`src/sv/svpwm_pkg.sv`:
```
package svpwm_pkg;

    // Working width of the signed datapath; holds every intermediate duty
    localparam int WorkW = 22;

    // Alpha gain 222/128, applied as multiply then truncating shift
    localparam logic signed [23:0] ALPHA_GAIN  = 24'sd222;
    localparam int                 ALPHA_SHIFT = 7;

    localparam logic [15:0] PERIOD_RESET = 16'd1799;

    // Sector codes
    localparam logic [2:0] SECTOR_1 = 3'd1;
    localparam logic [2:0] SECTOR_2 = 3'd2;
    localparam logic [2:0] SECTOR_3 = 3'd3;
    localparam logic [2:0] SECTOR_4 = 3'd4;
    localparam logic [2:0] SECTOR_5 = 3'd5;
    localparam logic [2:0] SECTOR_6 = 3'd6;

    typedef struct packed {
        logic signed [15:0] alpha_voltage;
        logic signed [15:0] beta_voltage;
    } vec_t;

    typedef struct packed {
        logic [15:0] duty_a;
        logic [15:0] duty_b;
        logic [15:0] duty_c;
        logic [2:0]  sector;
        logic        clipped;
    } duty_t;

    // Halve, truncating toward zero
    function automatic logic signed [WorkW-1:0] half_trunc(
        input logic signed [WorkW-1:0] v
    );
        logic signed [WorkW-1:0] t;
        t = v + $signed({{(WorkW-1){1'b0}}, v[WorkW-1]});
        return t >>> 1;
    endfunction

endpackage

```
`src/sv/space_vector_pwm_duty.sv`:
```
// Channel | Dir | Handshake            | Word
// vec     | in  | vec_valid/vec_ready  | svpwm_pkg::vec_t (alpha, beta)
// duty    | out | duty_valid/duty_ready| svpwm_pkg::duty_t (duties, sector, clip)
// cfg     | in  | cfg_valid/cfg_ready  | 16-bit pwm_period, always ready
//
// Two register stages: X/Y/Z and sector, then duties and clamp.
// A word passes the stage 1 register, then the output register; one word per cycle while duty_ready stays high.
// Reset clears both stage valids and loads the period with 1799.
// A stalled output holds its word; the first stage still fills behind it.
module space_vector_pwm_duty (
    input  logic              clk,
    input  logic              rst_n,
    input  logic              vec_valid,
    output logic              vec_ready,
    input  svpwm_pkg::vec_t   vec,
    output logic              duty_valid,
    input  logic              duty_ready,
    output svpwm_pkg::duty_t  duty,
    input  logic              cfg_valid,
    output logic              cfg_ready,
    input  logic [15:0]       cfg_data
);

    localparam int W = svpwm_pkg::WorkW;

    logic [15:0] period_reg;

    logic                s1_valid_reg;
    logic signed [W-1:0] x_reg, y_reg, z_reg;
    logic [2:0]          sector_reg;

    logic             out_valid_reg;
    svpwm_pkg::duty_t out_reg;

    logic out_free;
    logic s1_move;
    logic vec_take;

    // Handshake control
    assign out_free   = !out_valid_reg || duty_ready;
    assign s1_move    = s1_valid_reg && out_free;
    assign vec_ready  = !s1_valid_reg || out_free;
    assign vec_take   = vec_valid && vec_ready;
    assign cfg_ready  = 1'b1;
    assign duty_valid = out_valid_reg;
    assign duty       = out_reg;

    // Stage 1: form X, Y, Z and pick the sector
    logic signed [23:0]  prod;
    logic signed [23:0]  prod_adj;
    logic signed [23:0]  ua_full;
    logic signed [W-1:0] ua, ub, sum_y, dif_z;
    logic signed [W-1:0] x_next, y_next, z_next;
    logic [2:0]          sector_next;
    logic                x_pos;

    always_comb
    begin
        prod     = $signed({{8{vec.alpha_voltage[15]}}, vec.alpha_voltage})
                   * svpwm_pkg::ALPHA_GAIN;
        prod_adj = prod + $signed({17'b0, {svpwm_pkg::ALPHA_SHIFT{prod[23]}}});
        ua_full  = prod_adj >>> svpwm_pkg::ALPHA_SHIFT;
        ua       = $signed(ua_full[W-1:0]);
        ub       = -$signed({{(W-16){vec.beta_voltage[15]}}, vec.beta_voltage});
        sum_y    = ua + ub;
        dif_z    = ub - ua;
        x_next   = ub;
        y_next   = svpwm_pkg::half_trunc(sum_y);
        z_next   = svpwm_pkg::half_trunc(dif_z);
        x_pos    = !x_next[W-1] && (x_next != '0);
        if (y_next[W-1])
        begin
            if (z_next[W-1])
            begin
                sector_next = svpwm_pkg::SECTOR_5;
            end
            else
            begin
                sector_next = x_pos ? svpwm_pkg::SECTOR_3 : svpwm_pkg::SECTOR_4;
            end
        end
        else
        begin
            if (z_next[W-1])
            begin
                sector_next = x_pos ? svpwm_pkg::SECTOR_1 : svpwm_pkg::SECTOR_6;
            end
            else
            begin
                sector_next = svpwm_pkg::SECTOR_2;
            end
        end
    end

    // Stage 2: place duties around the period and clamp
    logic signed [W-1:0] p_full, p_half, p_quarter;
    logic signed [W-1:0] op_u, op_v;
    logic signed [W-1:0] a_raw, b_raw, c_raw;
    logic [15:0]         a_clamp, b_clamp, c_clamp;
    logic                a_clip, b_clip, c_clip;
    svpwm_pkg::duty_t    out_next;

    function automatic logic [16:0] clamp_duty(
        input logic signed [W-1:0] v,
        input logic signed [W-1:0] top
    );
        // bit 16 flags a clamp, bits 15:0 carry the value
        logic [16:0] r;
        if (v[W-1])
        begin
            r = {1'b1, 16'd0};
        end
        else if (v > top)
        begin
            r = {1'b1, top[15:0]};
        end
        else
        begin
            r = {1'b0, v[15:0]};
        end
        return r;
    endfunction

    always_comb
    begin
        p_full    = $signed({{(W-16){1'b0}}, period_reg});
        p_quarter = $signed({{(W-14){1'b0}}, period_reg[15:2]});
        p_half    = $signed({{(W-15){1'b0}}, period_reg[15:1]});
        case (sector_reg)
            svpwm_pkg::SECTOR_1, svpwm_pkg::SECTOR_4:
            begin
                op_u = x_reg;
                op_v = z_reg;
            end
            svpwm_pkg::SECTOR_2, svpwm_pkg::SECTOR_5:
            begin
                op_u = y_reg;
                op_v = z_reg;
            end
            default:
            begin
                op_u = y_reg;
                op_v = x_reg;
            end
        endcase
        a_raw = p_quarter + svpwm_pkg::half_trunc(p_half + op_u - op_v);
        case (sector_reg)
            svpwm_pkg::SECTOR_1, svpwm_pkg::SECTOR_4:
            begin
                c_raw = a_raw + z_reg;
                b_raw = c_raw - x_reg;
            end
            svpwm_pkg::SECTOR_2, svpwm_pkg::SECTOR_5:
            begin
                c_raw = a_raw + z_reg;
                b_raw = a_raw - y_reg;
            end
            default:
            begin
                b_raw = a_raw - y_reg;
                c_raw = b_raw + x_reg;
            end
        endcase
        {a_clip, a_clamp} = clamp_duty(a_raw, p_full);
        {b_clip, b_clamp} = clamp_duty(b_raw, p_full);
        {c_clip, c_clamp} = clamp_duty(c_raw, p_full);
        out_next.duty_a  = a_clamp;
        out_next.duty_b  = b_clamp;
        out_next.duty_c  = c_clamp;
        out_next.sector  = sector_reg;
        out_next.clipped = a_clip | b_clip | c_clip;
    end

    // Control registers: period and stage valids
    always_ff @(posedge clk or negedge rst_n)
    begin
        if (!rst_n)
        begin
            period_reg    <= svpwm_pkg::PERIOD_RESET;
            s1_valid_reg  <= 1'b0;
            out_valid_reg <= 1'b0;
        end
        else
        begin
            if (cfg_valid && cfg_ready)
            begin
                period_reg <= cfg_data;
            end
            if (vec_take)
            begin
                s1_valid_reg <= 1'b1;
            end
            else if (s1_move)
            begin
                s1_valid_reg <= 1'b0;
            end
            if (s1_move)
            begin
                out_valid_reg <= 1'b1;
            end
            else if (duty_ready)
            begin
                out_valid_reg <= 1'b0;
            end
        end
    end

    // Payload registers: load on advance, hold otherwise
    always_ff @(posedge clk)
    begin
        if (vec_take)
        begin
            x_reg      <= x_next;
            y_reg      <= y_next;
            z_reg      <= z_next;
            sector_reg <= sector_next;
        end
        if (s1_move)
        begin
            out_reg <= out_next;
        end
    end

endmodule
```
`config.mk`:
```
export PLATFORM = sky130hd
export DESIGN_NAME = space_vector_pwm_duty
export DESIGN_NICKNAME = d
export VERILOG_FILES = /design/src/sv/svpwm_pkg.sv /design/src/sv/space_vector_pwm_duty.sv
export SDC_FILE = /design/constraint.sdc
export NUM_CORES = 1
export LEC_CHECK = 0
export BUFFER_PORTS_ARGS = -buffer_cell sky130_fd_sc_hd__buf_2
export CORE_MARGIN = 8
export CORE_UTILIZATION = 58
export DETAILED_ROUTE_END_ITERATION = 7
export MAX_ROUTING_LAYER = met4
export PLACE_DENSITY = 0.79
export SYNTH_ARGS = -nofsm -noshare
export SYNTH_HDL_FRONTEND = slang
export SYNTH_SLANG_ARGS = --single-unit
```
`constraint.sdc`:
```
create_clock -name clk -period 11.1 [get_ports clk]
set_clock_uncertainty 0.1 [all_clocks]
set_input_delay 2.22 -clock clk [delete_from_list [all_inputs] [get_ports clk]]
set_output_delay 2.22 -clock clk [all_outputs]
set_load 0.01 [all_outputs]
```
Yosys cells after proc, flatten, opt, wreduce, memory -nomap -nowiden
Index checks and enable logic that the tools add are counted.

cells by class
  muxes and demuxes = 19
  bitwise operators = 2
  $lt $le $gt $ge = 3
  $add $sub $neg = 14
  reductions and logical operators = 13
  $mul = 1
  shift-type cells = 0
  div/mod/pow operators = 0
  equal/unequal tests = 4

operators by type and width
  operator                                             count
  two-way mux 17 bit                                   6
  two-way mux 22 bit                                   4
  adder 22 x 2 -> 22 bit                               3
  greater-than comparator 22 x 17 -> 1 bit             3
  subtractor 22 bit                                    2
  adder 24 x 8 -> 24 bit                               1
  multiplier 16 x 8 -> 23 bit (second input constant)  1
  adder 15 x 21 -> 22 bit                              1
  adder 16 x 22 -> 22 bit                              1
  adder 17 x 22 -> 22 bit                              1
  adder 22 x 21 -> 22 bit                              1
  adder 22 bit                                         1
  negator 16 -> 22 bit                                 1
  nonzero test 22 bit                                  1
  subtractor 22 x 17 -> 22 bit                         1
  subtractor 22 x 21 -> 22 bit                         1
  two-way mux 3 bit                                    5
  == test 3 bit (second input constant)                2
  two-way mux 1 bit                                    4
  nonzero test 2 bit                                   2
  OR reduction 4 bit                                   1
  == test 3 x 1 -> 1 bit (second input constant)       1
  == test 3 x 2 -> 1 bit (second input constant)       1
  logical AND 1 bit                                    3
  other kinds (4)                                      8

word-level totals
  bits in registers = 137
  memories = 0
  word-level logic and storage cells = 68
  bits in latches = 0
  output and inout port bits = 55
  input bits = 53
  bits in writable memories = 0
  bits in read-only memories = 0

Logic depth before layout (Yosys ltp)
Gate-level depths: netlist of run 1.

  word-level depth = 15
  gate-level depth with buffers = 56
  depth with buffers taken out = 51

Worst setup path after synthesis of run 1
OpenSTA, ideal clock, no wires.

  kind = input port to flip-flop
  start = in vec[17] (netlist bit)
  end = reg z_reg[13] (data pin)
  path buffers = 2
  data required time = 10734 ps
  arrival = 12237 ps
  library setup time = 266 ps
  cell stages on the path = 46
  setup slack = -1503 ps
  cell sequence = ha_1 > inv_1 > fa_1 > fa_1 > inv_1 > fa_1 > ha_1 > o21a_1 > o21a_1 > a2111o_1 > a41oi_1 > nor4_1 > or3_1 > and2_1 > clkbuf_1 > ha_1 > nand4_1 > nor3_1 > (+10 left out) > nor2b_1 > inv_1 > o41ai_1 > a311oi_1 > nor2_1 > nor2_1 > o21bai_1 > a221o_1 > xor2_1 > buf_2 > nor2b_1 > ha_1 > nand2b_1 > nor3_1 > nand2_1 > o32a_1 > nand2_1 > xnor2_1

between the ends
  cells in the longest elaborated chain, start to end = 4

RTL lines
  what                          line                          text
  from (decl)                   space_vector_pwm_duty.sv:15   input svpwm_pkg::vec_t vec,
  multiplier 16 x 8 -> 23 bit   space_vector_pwm_duty.sv:60   * svpwm_pkg::ALPHA_GAIN;
  adder 24 x 8 -> 24 bit        space_vector_pwm_duty.sv:61   prod_adj = prod + $signed({17'b0, {svpwm_pkg::ALPHA_SHIFT{prod[23]}}});
  subtractor 22 x 17 -> 22 bit  space_vector_pwm_duty.sv:66   dif_z = ub - ua;
  adder 22 x 2 -> 22 bit        svpwm_pkg.sv:38               t = v + $signed({{(WorkW-1){1'b0}}, v[WorkW-1]});
  net z_next[13]                space_vector_pwm_duty.sv:53   logic signed [W-1:0] x_next, y_next, z_next;
  to (signal assigned)          space_vector_pwm_duty.sv:215  z_reg <= z_next;
  to (decl)                     space_vector_pwm_duty.sv:29   logic signed [W-1:0] x_reg, y_reg, z_reg;

The timed path passes the listed nets, and every way through them passes these cells.
A chain may end at the register's enable or synchronous reset.

Final worst setup path of run 1
  start = in vec[18] (netlist bit)
  end = reg z_reg[17] (data pin)

Same word-level chain as after synthesis.

==> reports/results.txt, run 1 <==
Status - finished, violations left
Violations in the final reports - negative setup slack
GRT Residual Overflow - 0
Largest cells by area after synthesis - edfxtp_1 (18%), ha_1 (17%), fa_1 (7.8%), xnor2_1 (7.1%), inv_1 (4.3%)
Post-CTS Hold Fix Bufs - 0
FFs w/ async S/R, synth - 13.14%
Sequential area share after synthesis - 19.86%
Vias - 20995
Top FF cell, synth - edfxtp_1
H-tree levels - 4
CP Class - in2reg
CP max stage delay - 600 ps
Setup Viol. Count Final - 8
Detail Placement HPWL - 56520 um
Hold Crit Class - reg2reg
Die W - 203.1 um
Slowest cell on crit path - fa_1
Clock tree buffer depth - 2
Fill cells - 2262
Vias in the first global route - 20960
Root Buffer - clkbuf_16
Worst setup margin - -138.5 ps
Most frequent cell after synthesis - ha_1
EDFF count, synth - 119
Syn_nets - 2781
Worst slew pin tran - 930.0 ps
Die extent in y - 203.1 um
Drt first-iter violations - 1810
Synth Warn # - 0
Seq cells post-synth - 137
Total of max-cap violations - 0
Core ar. - 34540 sq um
Die area - 41240 sq um
CP startpoint kind - input port
First-pass GRT wire length - 106400 um
Antenna violations before repair - 1
Arr. time, crit path - 11340 ps
RSZ-0062 raised after global routing - yes
Total GRT Usage - 33.42%
Layout cells sized above 1 - 31.48%
CTS tree - yes
Synth Instances - 2369
DR pass1 iterations - 7
Rel. slew slack - 37.19%
Synthesized area per cell - 8.569 sq um
Synth top area share - 17.60%
Pre-CTS worst setup slack - -818.4 ps
Netlist cell types - 100
CP required - 11200 ps
Wirelength, routed - 71650 um
Max-slew violation count - 0
Synth area leader - edfxtp_1
Vias per cell - 5.971
Largest register FFs - 52
Worst Path Max Fanout - 7
Drc violations - 0
Rows - 68
PortBufs - 106
GPL Wtd Cong - 1.005
# IOs - 108
Area Overhead vs Synth - 36.17%
Num CTS Buffers - 17
Routed Antenna Nets - 0
Setup tns final - -655.9 ps
Synth cell count leaders - ha_1 (280), inv_1 (231), nor2_1 (204), xnor2_1 (164), nand2_1 (159)
Min cycle time layout - 11240 ps
Initial Utilization - 58.77%
Worst-Skew Late Latency - 460 ps
Final period util - 101.2%
Clk sinks - 137
Post-DR wirelength/cell - 20.38 um
Nets - 3458
Mapped Area - 20300 sq um
Final Hold Fails - 0
Fmax - 88.98 MHz
Largest net degree at the start of global routing - 68
Clock transition at path regs - 90 ps
Worst setup EP type - register
-- worst max-delay path: cells and delay by family --
| family | cells | cell delay [ps] |
|---|---|---|
| fa+ha+maj | 8 | 2770 |
| simple gates | 18 | 2820 |
| xor+xnor | 3 | 470 |
| buf+inv | 7 | 810 |
| compound gates | 9 | 1910 |
| mux | 1 | 340 |
-- area by class of cell --
cell class                      count  area, sq um  share of cell area [%]
Multi-Input combinational cell   1947        16290                   58.95
Clock buffer                       22        496.7                   1.797
Sequential cell                   137         4031                   14.58
Tap cell                          455        569.3                   2.059
Clock inverter                     10        78.83                  0.2852
Inverter                          232        875.8                   3.168
Antenna cell                        2        5.005                 0.01811
Timing Repair Buffer              711         5291                   19.14
-- what timing repair did --
action / CTS / global route
gates cloned: 2 / 4
hold endpoints to repair: 0 / 0
pin swaps: 21 / 68
setup buffers: 13 / 38
endpoints found under the setup margin: 52 / 56
resized for setup: 65 / 156
-- cell usage in the layout (no fill, tap or decap), types with 17 or more instances in the layout --
cell | Yosys | routed
mux2i_1 | 30 | 30
o21ai_1 | 8 | 19
inv_1 | 231 | 226
buf_2 | 8 | 101
edfxtp_1 | 119 | 119
nand4_1 | 28 | 28
nand3_1 | 56 | 51
nor2_1 | 204 | 194
o21bai_1 | 22 | 19
nor2b_1 | 32 | 30
a211oi_1 | 29 | 26
a21oi_2 | 1 | 23
xor2_1 | 89 | 83
a21o_1 | 35 | 35
nor4_1 | 19 | 17
and2_1 | 25 | 20
nand2b_1 | 42 | 39
o21a_1 | 37 | 37
fa_1 | 79 | 77
ha_4 | 0 | 24
o21ai_0 | 147 | 125
xnor2_1 | 164 | 154
nor3_1 | 63 | 51
clkbuf_16 | 0 | 23
a21oi_1 | 151 | 126
buf_4 | 1 | 589
nand2_1 | 159 | 152
ha_1 | 280 | 250
-- through the flow --
step	utilization [%]	instance area, sq um	instances	hold WS, ps
after floorplan	-	20500	2369	349.0
after global placement	74.01	25570	3428	360.4
after detailed placement	74.01	25570	3428	377.1
after CTS	76.76	26520	3475	399.3
after global routing	80.02	27640	3515	401.7
final	80.02	27640	3516	400.0
-- metal layers --
metal / vias to the layer above / part of all wire, % / GRT usage (%)
li1: 9791 / - / -
met4: 0 / 6.3 / 18.41
met5: - / 0 / -
met2: 930 / 49 / 57.79
met1: 10037 / 38 / 37.52
met3: 237 / 6.5 / 3.650
-- path summary, 6_finish.rpt --
check | from | depth (start not counted) | slack [ps] | to
worst min-delay path | s1_valid_reg$_DFFE_PN0P_ | 1 | 400 | duty_valid$_DFFE_PN0P_
max in group asynchronous | rst_n | 1 | 8880 | period_reg[10]$_DFFE_PN1P_
worst min register to register | s1_valid_reg$_DFFE_PN0P_ | 1 | 400 | duty_valid$_DFFE_PN0P_
worst max register to register | sector_reg[0]$_DFFE_PP_ | 50 | 80 | duty[12]$_SDFFCE_PN0P_
worst max-delay path | vec[18] | 46 | -140 | z_reg[17]$_DFFE_PP_
min in group asynchronous | rst_n | 1 | 1630 | duty_valid$_DFFE_PN0P_
-- cells by family (layout without fill, tap and decap cells) --
logic type	Yosys count	in the layout	share of synthesized area [%]
mux	48	48	2.638
compound gates	556	556	17.52
flops	137	137	19.86
xor+xnor	260	260	11.57
simple gates	719	721	17.78
buf+inv	287	975	5.473
other cells	1	3	0.01847
fa+ha+maj	361	361	25.15
Power of run 1 is not shown: default switching activity piles up to over one toggle a cycle in this logic, so the estimate is an artifact.
==> run 2: changes to the inputs <==
--- a/config.mk
+++ b/config.mk
@@ -6,11 +6,14 @@
 export NUM_CORES = 1
 export LEC_CHECK = 0
 export BUFFER_PORTS_ARGS = -buffer_cell sky130_fd_sc_hd__buf_2
+export CAP_MARGIN = 10
+export CELL_PAD_IN_SITES_DETAIL_PLACEMENT = 1
+export CELL_PAD_IN_SITES_GLOBAL_PLACEMENT = 1
 export CORE_MARGIN = 8
-export CORE_UTILIZATION = 58
+export CORE_UTILIZATION = 44
 export DETAILED_ROUTE_END_ITERATION = 7
 export MAX_ROUTING_LAYER = met4
-export PLACE_DENSITY = 0.79
+export PLACE_DENSITY_LB_ADDON = 0.1
 export SYNTH_ARGS = -nofsm -noshare
 export SYNTH_HDL_FRONTEND = slang
 export SYNTH_SLANG_ARGS = --single-unit
==> run 2 against run 1 <==
Compared with the run above:
- sequential cell count unchanged
- first-iteration DRC count decreased by 34%
- the run still ends with negative setup slack left
- highest routed layer unchanged
- non-clock buffer count is 46 higher
==> reports/results.txt, run 2 (synthesis results as in run 1) <==
Fill cells - 5400 (+140%)
Clk sinks - 137 (unchanged)
Worst setup margin - -128.4 ps (+10.18 ps)
Most common cell after layout, fill and taps aside - buf_4
CP required - 11230 ps (+30 ps)
# IOs - 108 (unchanged)
Dpl cells - 3638 (+6.1%)
Total GRT Usage - 30.97% (-2.5 points)
Rows - 78 (+15%)
Reg-to-reg startpoint - sector_reg[0]$_DFFE_PP_
Total of max-cap violations - 0 (unchanged)
Routed Antenna Nets - 0 (unchanged)
Nets - 3504 (+1.3%)
DR pass1 iterations - 5 (-2)
Fmax - 89.06 MHz (about the same)
Pre-CTS worst setup slack - -1141 ps (-322.4 ps)
Reg2Reg Depth - 50 (unchanged)
Setup Viol. Count Final - 4 (-4)
Final Hold Fails - 0 (unchanged)
CP max stage delay - 520 ps (-80 ps)
Final core occ - 61.59% (-18 points)
Die extent in y - 230.8 um (+14%)
GPL Wtd Cong - 0.9672 (-3.8%)
First-pass GRT wire length - 126300 um (+19%)
Num CTS Buffers - 17 (unchanged)
Core ar. - 45480 sq um (+32%)
CTS tree - yes
Worst Path Max Fanout - 6 (-1)
Antenna violations before repair - 1 (unchanged)
Post-CTS Hold Fix Bufs - 0 (unchanged)
Root Buffer - clkbuf_16
Min-Delay Endpoint - duty_valid$_DFFE_PN0P_
PortBufs - 106 (unchanged)
Min cycle time layout - 11230 ps (-10.18 ps)
Reg area - 4031 sq um (unchanged)
Vias per cell - 5.692 (-4.7%)
Multi-input gate area - 16250 sq um (-0.27%)
Worst-Skew Late Latency - 470 ps (about the same)
Reg2reg setup slack - 170 ps (+90 ps)
CP startpoint kind - input port
GRT Residual Overflow - 0 (unchanged)
Final Non-Filler Cells - 3706 (+5.4%)
Post-DR wirelength/cell - 22.25 um (+9.2%)
Arr. time, crit path - 11360 ps (+20 ps)
Die area - 53270 sq um (+29%)
Violations in the final reports - negative setup slack
Largest net degree at the start of global routing - 68 (unchanged)
Vias - 21093 (+0.47%)
Min-delay src - s1_valid_reg$_DFFE_PN0P_
Area Overhead vs Synth - 37.97%
Drt first-iter violations - 1193 (-34%)
Commonest cells after routing, fill and taps aside - buf_4 (641), ha_1 (259), inv_1 (225), nor2_1 (192), nand2_1 (156)
Clock transition at path regs - 70 ps (-20 ps)
H-tree levels - 4 (unchanged)
Reg2reg end - duty[34]$_SDFFCE_PN0P_
Slowest cell on crit path - fa_1
CP Class - in2reg
Rel. slew slack - 37.14% (-0.048 points)
Max-slew violation count - 0 (unchanged)
Vias in the first global route - 22888 (+9.2%)
Largest register FFs - 52 (unchanged)
RSZ-0062 raised after global routing - yes
Initial Utilization - 44.64% (-14 points)
Wirelength, routed - 82470 um (+15%)
Detail Placement HPWL - 68910 um (+22%)
Worst setup EP type - register
Final period util - 101.2% (about the same)
Worst slew pin tran - 940.0 ps (+9.967 ps)
Layout cells sized above 1 - 32.91% (+1.4 points)
Die W - 230.8 um (+14%)
Status - finished, violations left
Hold path cells - 1 (unchanged)
Clock tree buffer depth - 2 (unchanged)
Drc violations - 0 (unchanged)
Hold Crit Class - reg2reg
-- run 2: cell count changes in the layout (fill, tap and decap cells not counted), moves of 7 or more --
cell and change:
o21ai_1 -7, a21oi_2 +8, buf_4 +52, a21oi_1 -7
ha_1 +9, ha_4 -8
-- run 2: how the worst max path moves through the flow --
stage | start | endpoint | slack (ps) | cells after the start
after floorplan | vec[19] | z_reg[13]$_DFFE_PP_ | -240 | 48
after global placement | vec[18] | z_reg[19]$_DFFE_PP_ | -860 | 45
after detailed placement | vec[17] | z_reg[13]$_DFFE_PP_ | -1140 | 45
after CTS | vec[22] | z_reg[13]$_DFFE_PP_ | -80 | 47
after global routing | vec[27] | z_reg[13]$_DFFE_PP_ | -570 | 48
final | vec[18] | z_reg[13]$_DFFE_PP_ | -130 | 43
-- run 2: layer usage --
metal	routed length (um)	track usage (%)
met2	41490	54.56
met5	0	-
met3	3212	3.458
met1	34600	35.87
met4	3164	11.84
-- run 2: cell type report --
| type | instances | area share (%) |
|---|---|---|
| Clock buffer | 20 | 1.630 |
| Sequential cell | 137 | 14.39 |
| Multi-Input combinational cell | 1947 | 58.02 |
| Inverter | 232 | 3.109 |
| Clock inverter | 12 | 0.3216 |
| Tap cell | 600 | 2.680 |
| Timing Repair Buffer | 757 | 19.84 |
| Antenna cell | 1 | 0.008934 |
-- run 2: timing repair --
action                     in CTS  in global routing
resized for setup              75                137
pin swaps                      22                 46
gates cloned                    1                  2
setup endpoints to repair      54                 67
buffers inserted               11                 22
-- run 2: stage by stage --
step,cell area [sq um],setup TNS (ps),hold WS (ps)
final,28010,-187.7,413.2
after global routing,28010,-8712,459.3
after CTS,27200,-95.90,415.9
after detailed placement,26240,-38670,406.4
after global placement,26240,-18860,363.6
after floorplan,20500,-534.0,349.0
-- run 2: critical path: cells and delay by family --
family	cells	cell delay (ps)
AND/OR/NAND/NOR	18	3100
adder cells (fa/ha/maj)	8	2640
AO/OA/AOI/OAI	10	2360
XOR/XNOR	3	490
multiplexers	1	360
buffers and inverters	3	200
Power of run 2 is left out for the same reason.
